<file path="src/ldu_spmv_pkg.sv">
// ----------------------------------------------------------------------------
// ldu_spmv_pkg: shared types and constants
// Opcodes, modes, status codes, controller states and command/status structs
// for the lower-diagonal-upper sparse matrix-vector engine.
// ----------------------------------------------------------------------------
`default_nettype none
package ldu_spmv_pkg;

  localparam int unsigned DEF_MAX_CELLS = 1024;
  localparam int unsigned DEF_MAX_FACES = 4096;

  localparam int unsigned DATA_W = 32;
  localparam int unsigned ACC_W  = 48;
  localparam int unsigned IDX_W  = 12;
  localparam int unsigned CELL_W = 10;
  localparam int unsigned CFG_W  = 13;
  localparam int unsigned CNT_W  = 11;
  localparam int unsigned FCNT_W = 13;

  typedef enum logic [1:0] {
    OP_LOAD_CELL = 2'd0,
    OP_LOAD_FACE = 2'd1,
    OP_RUN       = 2'd2,
    OP_READ      = 2'd3
  } opcode_t;

  typedef enum logic [1:0] {
    MODE_AX    = 2'd0,
    MODE_ATX   = 2'd1,
    MODE_RESID = 2'd2,
    MODE_ROWS  = 2'd3
  } mode_t;

  typedef enum logic [1:0] {
    REG_MODE  = 2'd0,
    REG_CELLS = 2'd1,
    REG_FACES = 2'd2
  } reg_idx_t;

  localparam logic [1:0] ST_OK    = 2'd0;
  localparam logic [1:0] ST_RANGE = 2'd1;
  localparam logic [1:0] ST_SAT   = 2'd2;

  typedef enum logic [3:0] {
    S_IDLE,
    S_READ_WAIT,  // accumulator read in flight
    S_READ_OUT,
    S_DIAG_RD,    // issue cell reads
    S_DIAG_MUL,   // product register
    S_DIAG_WR,
    S_FACE_RD,    // fetch face record
    S_FACE_VEC,   // fetch vector at owner and neighbour
    S_FACE_MUL,   // products, fetch neighbour accumulator
    S_FACE_WN,    // write neighbour, fetch owner accumulator
    S_FACE_WO,
    S_RUN_ACK
  } state_t;

  // controller to datapath
  typedef struct packed {
    logic cell_rd;    // read cell stores at cell counter
    logic diag_mul;   // register diagonal term
    logic diag_wr;    // write diagonal term to accumulator
    logic face_rd;    // read face stores at face counter
    logic vec_rd;     // read vectors at owner/neighbour, latch face
    logic face_mul;   // register products, read acc[n]
    logic wr_n;       // write acc[n], read acc[o]
    logic wr_o;       // write acc[o]
    logic acc_rd;     // read accumulator at input index
    logic out_read;   // emit read result
    logic out_ack;    // emit run acknowledgement
  } ctl_cmd_t;

  // datapath to controller
  typedef struct packed {
    logic face_skip;  // latched face touches cells out of range
  } ctl_stat_t;

  function automatic logic signed [ACC_W-1:0] sat48(input logic signed [ACC_W+1:0] v);
    logic signed [ACC_W+1:0] mx;
    logic signed [ACC_W+1:0] mn;
    mx = {3'b000, {(ACC_W-1){1'b1}}};
    mn = {3'b111, {(ACC_W-1){1'b0}}};
    if (v > mx) sat48 = mx[ACC_W-1:0];
    else if (v < mn) sat48 = mn[ACC_W-1:0];
    else sat48 = v[ACC_W-1:0];
  endfunction

endpackage
`default_nettype wire

</file>
<file path="src/ldu_spmv_ctrl.sv">
// ----------------------------------------------------------------------------
// ldu_spmv_ctrl: sequencer
// Walks cells then faces during a run, and steps reads; loads need no states here.
// ----------------------------------------------------------------------------
`default_nettype none
module ldu_spmv_ctrl #(
  parameter int unsigned MAX_CELLS = ldu_spmv_pkg::DEF_MAX_CELLS,
  parameter int unsigned MAX_FACES = ldu_spmv_pkg::DEF_MAX_FACES
) (
  input  wire logic                          clk,
  input  wire logic                          rst_n,
  input  wire logic                          start,
  input  wire logic [1:0]                    opcode,
  input  wire logic [$clog2(MAX_CELLS+1)-1:0] eff_cells,
  input  wire logic [$clog2(MAX_FACES+1)-1:0] eff_faces,
  input  wire ldu_spmv_pkg::ctl_stat_t       stat,
  output logic                               busy,
  output logic [$clog2(MAX_CELLS+1)-1:0]     cell_cnt,
  output logic [$clog2(MAX_FACES+1)-1:0]     face_cnt,
  output ldu_spmv_pkg::ctl_cmd_t             cmd
);
  localparam int unsigned CC_W = $clog2(MAX_CELLS+1);
  localparam int unsigned FC_W = $clog2(MAX_FACES+1);

  ldu_spmv_pkg::state_t state_r, state_nxt;
  logic [CC_W-1:0] cell_r, cell_nxt;
  logic [FC_W-1:0] face_r, face_nxt;

  assign cell_cnt = cell_r;
  assign face_cnt = face_r;
  assign busy = (state_r != ldu_spmv_pkg::S_IDLE);

  always_ff @(posedge clk) begin
    if (!rst_n) begin
      state_r <= ldu_spmv_pkg::S_IDLE;
      cell_r  <= '0;
      face_r  <= '0;
    end else begin
      state_r <= state_nxt;
      cell_r  <= cell_nxt;
      face_r  <= face_nxt;
    end
  end

  always_comb begin
    state_nxt = state_r;
    cell_nxt  = cell_r;
    face_nxt  = face_r;
    unique case (state_r)
      ldu_spmv_pkg::S_IDLE: begin
        if (start) begin
          if (opcode == ldu_spmv_pkg::OP_READ) begin
            state_nxt = ldu_spmv_pkg::S_READ_WAIT;
          end else if (opcode == ldu_spmv_pkg::OP_RUN) begin
            cell_nxt = '0;
            face_nxt = '0;
            state_nxt = (eff_cells != '0) ? ldu_spmv_pkg::S_DIAG_RD
                                          : ldu_spmv_pkg::S_FACE_RD;
          end
        end
      end
      ldu_spmv_pkg::S_READ_WAIT: state_nxt = ldu_spmv_pkg::S_READ_OUT;
      ldu_spmv_pkg::S_READ_OUT:  state_nxt = ldu_spmv_pkg::S_IDLE;
      ldu_spmv_pkg::S_DIAG_RD:   state_nxt = ldu_spmv_pkg::S_DIAG_MUL;
      ldu_spmv_pkg::S_DIAG_MUL:  state_nxt = ldu_spmv_pkg::S_DIAG_WR;
      ldu_spmv_pkg::S_DIAG_WR: begin
        cell_nxt = cell_r + 1'b1;
        state_nxt = (cell_r + 1'b1 < eff_cells) ? ldu_spmv_pkg::S_DIAG_RD
                                                : ldu_spmv_pkg::S_FACE_RD;
      end
      ldu_spmv_pkg::S_FACE_RD: begin
        state_nxt = (face_r < eff_faces) ? ldu_spmv_pkg::S_FACE_VEC
                                         : ldu_spmv_pkg::S_RUN_ACK;
      end
      ldu_spmv_pkg::S_FACE_VEC:  state_nxt = ldu_spmv_pkg::S_FACE_MUL;
      ldu_spmv_pkg::S_FACE_MUL: begin
        if (stat.face_skip) begin
          face_nxt = face_r + 1'b1;
          state_nxt = ldu_spmv_pkg::S_FACE_RD;
        end else begin
          state_nxt = ldu_spmv_pkg::S_FACE_WN;
        end
      end
      ldu_spmv_pkg::S_FACE_WN:   state_nxt = ldu_spmv_pkg::S_FACE_WO;
      ldu_spmv_pkg::S_FACE_WO: begin
        face_nxt = face_r + 1'b1;
        state_nxt = ldu_spmv_pkg::S_FACE_RD;
      end
      ldu_spmv_pkg::S_RUN_ACK:   state_nxt = ldu_spmv_pkg::S_IDLE;
      default:                   state_nxt = ldu_spmv_pkg::S_IDLE;
    endcase
  end

  always_comb begin
    cmd = '0;
    unique case (state_r)
      ldu_spmv_pkg::S_IDLE:
        cmd.acc_rd = start && (opcode == ldu_spmv_pkg::OP_READ);
      ldu_spmv_pkg::S_READ_OUT: cmd.out_read = 1'b1;
      ldu_spmv_pkg::S_DIAG_RD:  cmd.cell_rd  = 1'b1;
      ldu_spmv_pkg::S_DIAG_MUL: cmd.diag_mul = 1'b1;
      ldu_spmv_pkg::S_DIAG_WR:  cmd.diag_wr  = 1'b1;
      ldu_spmv_pkg::S_FACE_RD:  cmd.face_rd  = 1'b1;
      ldu_spmv_pkg::S_FACE_VEC: cmd.vec_rd   = 1'b1;
      ldu_spmv_pkg::S_FACE_MUL: cmd.face_mul = !stat.face_skip;
      ldu_spmv_pkg::S_FACE_WN:  cmd.wr_n     = 1'b1;
      ldu_spmv_pkg::S_FACE_WO:  cmd.wr_o     = 1'b1;
      ldu_spmv_pkg::S_RUN_ACK:  cmd.out_ack  = 1'b1;
      default: ;
    endcase
  end
endmodule
`default_nettype wire

</file>
<file path="config.mk">
export PLATFORM = sky130hd
export DESIGN_NAME = ldu_spmv_ctrl
export DESIGN_NICKNAME = d
export VERILOG_FILES = /design/src/ldu_spmv_pkg.sv /design/src/ldu_spmv_ctrl.sv
export SDC_FILE = /design/constraint.sdc
export NUM_CORES = 1
export LEC_CHECK = 0
export BUFFER_PORTS_ARGS = -buffer_cell sky130_fd_sc_hd__buf_2
export CORE_MARGIN = 2
export CORE_UTILIZATION = 47
export DETAILED_ROUTE_END_ITERATION = 16
export GPL_TIMING_DRIVEN = 1
export MAX_ROUTING_LAYER = met4
export PLACE_DENSITY = 0.86
export SYNTH_ARGS = -nofsm -noshare
export SYNTH_HDL_FRONTEND = slang
export SYNTH_SLANG_ARGS = --single-unit
</file>
<file path="constraint.sdc">
create_clock -name clk -period 2.6 [get_ports clk]
set_clock_uncertainty 0.15 [all_clocks]
set_input_delay 0.52 -clock clk [delete_from_list [all_inputs] [get_ports clk]]
set_output_delay 0.52 -clock clk [all_outputs]
set_load 0.005 [all_outputs]
</file>
==> results.txt <==
- The floorplan step defined a die boundary enclosing 5210 µm².
- Counting instances, the worst hold path has a depth of 2.
- Data arrives at the worst endpoint at 2.47 ns.
- Worst R2R Start: cell_cnt[6]
* Fin. Hold Viols: 0
* Global-route congestion overflow total: 0
- The design draws 0.940 mW.
- Across all register-to-register paths, the minimum setup slack is 0.12 ns.
* Most frequent cells in the layout: sky130_fd_sc_hd__buf_2 (65), sky130_fd_sc_hd__nand2_1 (32), sky130_fd_sc_hd__nor2_1 (27), sky130_fd_sc_hd__inv_1 (26), sky130_fd_sc_hd__dfxtp_1 (25)
* Clock root buffer master: sky130_fd_sc_hd__clkbuf_8
- Peak supply drop: 0.253 mV
- Port Buffer Count: 65
* Result of the run: complete, no violations
* Synthesis-to-layout area growth: 26.3%
- Portion of the clock cycle consumed by the worst path in the final layout: 0.954
- Each instance of the synthesized netlist takes up on average 7.48 µm².
* Drt wl/cell: 13.5 µm
- Clock sink count: 28
* Number of placement rows: 24
- In the synthesized netlist, the number of instances is 292.
* H-tree depth: 1
- At the pin with the least slew margin, the transition time is 0.766 ns.
* Async S/R FF share, synth: 0
- Synthesized net count: 346
- Final nets: 424
- In this run the critical register-to-register path is captured at state_r[2].
* Clock transition at the register clock pins on the worst setup and hold paths after CTS: 0.10 ns
* DRC violation count after routing: 0
* Starting DRT DRC Count: 240
- The number of global-route vias before repair is 2235.
- Of the total synthesized cell area, the portion taken by full adders, half adders and majority gates is 0.137.
* Chip width: 72.2 µm
- Fraction of the yosys area taken by sequential cells: 0.257
- Setup violations remaining at the end of the flow were counted as 0.
- In this run the most critical hold path is launched from face_cnt[12].
- The path with the worst hold slack has its endpoint at face_cnt[12].
* Largest net degree at the start of global routing: 17
- The number of hold buffers added after CTS was 0.
- Routability-driven placement finished with a final weighted congestion of 0.854.
- By area, the combinational part of the netlist is dominated by simple AND/OR/NAND/NOR gates.
* Final routed wirelength across all metal layers: 5670 µm
- Floorplan core area: 4410 µm²
- The final number of max-transition violations is 0.
- Setup crit end kind: register
- Counting cells, the worst reg-to-reg path comes to 11.
- The fraction of the mapped netlist area in compound gates came to 0.166.
- STA classifies the critical path startpoint as a register.
- In this run the power density over the cells is 341 nW/µm².
- Leakage: 1.39 nW
* Simple-gate area share of the yosys netlist: 0.300
- The smallest clock period supported by the final layout is computed as 2.48 ns.
- The library cell used most frequently in the layout, excluding fill and tap cells, is sky130_fd_sc_hd__buf_2.
* Largest buffer count on any clock path: 2
- The repair_antennas step left the layout with diodes totalling 0.
- Buffers inserted during clock tree synthesis total 3.
- Achievable frequency: 403 MHz
- Category of the most critical setup path: reg -> reg
* Critical path data required time: 2.59 ns
- The first TritonRoute pass finished after 4 iterations.
- Of the post-synthesis cell area, the part taken by muxes is 0.00458.
- The first global-routing pass estimated 9600 µm of wire.
- Estimated wirelength of the detail-placed design: 4420 µm
* Total number of vias: 2317
- Number of flops mapped to enable cells by yosys: 0
- At the later pin of the worst-skew pair, clock insertion delay measures 0.28 ns.
- For this run, the total global-route usage over all layers was measured as 0.233.
- Max-cap violations in this run came to 0.
- Starting density of the core: 0.495
- Netlist area before placement: 2180 µm²
* Fraction of layout cells with a size suffix above 1: 0.268
- Die Ht: 72.2 µm
* Number of library cell types mapped by synthesis: 46
- Worst Hold Class: reg -> reg
- Adding up every negative setup slack in the final design gives 0 ns.
* Total I/O pin count: 66
* Final worst setup slack: 0.119 ns
- Most used flip-flop cell after synthesis: sky130_fd_sc_hd__dfxtp_1
- In this run the remaining antenna-violating nets after routing total 0.
- Vias per cell: 5.50
- The initial antenna violation count was 0.
- Before CTS, the worst setup slack after placement is 0.0712 ns.
- Worst slew margin relative to its limit: 0.483
- Synthesis inferred 28 register bits.
* Count of yosys warnings during synthesis: 0
* Biggest fanout along the worst timing path: 6
- Xor/xnor share of the synthesized area: 0.0682
* Clock tree from TritonCTS: done
## worst max-delay path, stage by stage (launching register included)
cell	delay [ns]
sky130_fd_sc_hd__dfxtp_2	0.40
sky130_fd_sc_hd__nand2_1	0.08
sky130_fd_sc_hd__nor3_2	0.25
sky130_fd_sc_hd__nand3_2	0.14
sky130_fd_sc_hd__xnor2_1	0.15
sky130_fd_sc_hd__ha_1	0.31
sky130_fd_sc_hd__a21oi_1	0.16
sky130_fd_sc_hd__nand2_1	0.09
sky130_fd_sc_hd__a211oi_2	0.25
sky130_fd_sc_hd__nor2_1	0.06
sky130_fd_sc_hd__a211oi_1	0.18
sky130_fd_sc_hd__a31oi_1	0.11
## report_power, final
| group | total, mW | switching (mW) | internal, mW |
|---|---|---|---|
| combinational | 0.142 | 0.0771 | 0.0653 |
| sequential | 0.451 | 0.0174 | 0.434 |
| clock | 0.346 | 0.140 | 0.206 |
| total | 0.940 | 0.234 | 0.706 |
## per-layer routing
| layer | vias up | track usage | routed length [µm] |
|---|---|---|---|
| li1 | 1182 | - | - |
| met1 | 1047 | 0.286 | 2500 |
| met2 | 81 | 0.399 | 2780 |
| met3 | 7 | 0.0292 | 324 |
| met4 | 0 | 0.0713 | 65 |
| met5 | - | - | 0 |
## how the worst max path moves through the flow
stage,startpoint,to
floorplan,cell_cnt[2],state_r[2]
global placement,cell_cnt[0],state_r[2]
detailed placement,cell_cnt[0],state_r[2]
CTS,cell_cnt[0],state_r[2]
global route,cell_cnt[6],state_r[2]
finish,cell_cnt[6],state_r[2]
## cell usage after synthesis, drive strengths merged (2+ instances only)
library cell / n / area, µm²
nor2: 27 / 101
nand4: 12 / 81.3
nand3: 12 / 60.1
a21boi: 2 / 15.0
a21o: 4 / 30.0
xor2: 8 / 70.1
nand2: 32 / 120
dfxtp: 28 / 561
o21ai: 12 / 60.1
nor3: 15 / 75.1
and3: 3 / 18.8
xnor2: 9 / 78.8
a31oi: 4 / 25.0
nor2b: 10 / 62.6
clkbuf: 5 / 18.8
a21oi: 17 / 85.1
a211oi: 2 / 15.0
inv: 28 / 105
a2111oi: 2 / 36.3
nand2b: 6 / 37.5
ha: 24 / 300
or3: 5 / 31.3
or2: 2 / 12.5
nor4: 3 / 25.0
o21a: 2 / 15.0
a22oi: 4 / 30.0
buf: 3 / 23.8
## final cells by class
| type | count | area [µm²] |
|---|---|---|
| Fill cell | 381 | 1650 |
| Clock buffer | 3 | 41.3 |
| Timing Repair Buffer | 81 | 445 |
| Sequential cell | 28 | 567 |
| Clock inverter | 1 | 30.0 |
| Tap cell | 52 | 65.1 |
| Multi-Input combinational cell | 228 | 1510 |
| Inverter | 28 | 105 |
## through the flow
| stage | std cells | utilization | cell area, µm² | hold WS (ns) |
|---|---|---|---|---|
| 6_report | 421 | 0.625 | 2760 | 0.372 |
| 5_1_grt | 421 | 0.625 | 2760 | 0.408 |
| 4_1_cts | 420 | 0.618 | 2730 | 0.375 |
| 3_5_place_dp | 416 | 0.602 | 2660 | 0.359 |
| 3_3_place_gp | 416 | 0.602 | 2660 | 0.343 |
| 2_1_floorplan | 292 | - | 2200 | 0.340 |
## cell families after synthesis
group / count (synthesis)
and+or+nand+nor: 131
muxes: 1
DFF: 28
buffers and inverters: 36
xor gates and xnor gates: 17
AOI/OAI and AO/OA: 55
adders and majority gates: 24
## state kept, by name (all words and copies together), names as in the netlist
name      flops
face_cnt     13
cell_cnt     11
state_r       4
## what timing repair did
action,4_1_cts,5_1_grt
gates resized for setup,0,7
setup buffers,0,1
endpoints found under the setup margin,0,1
Note: power is estimated with default switching activity, not from simulation.
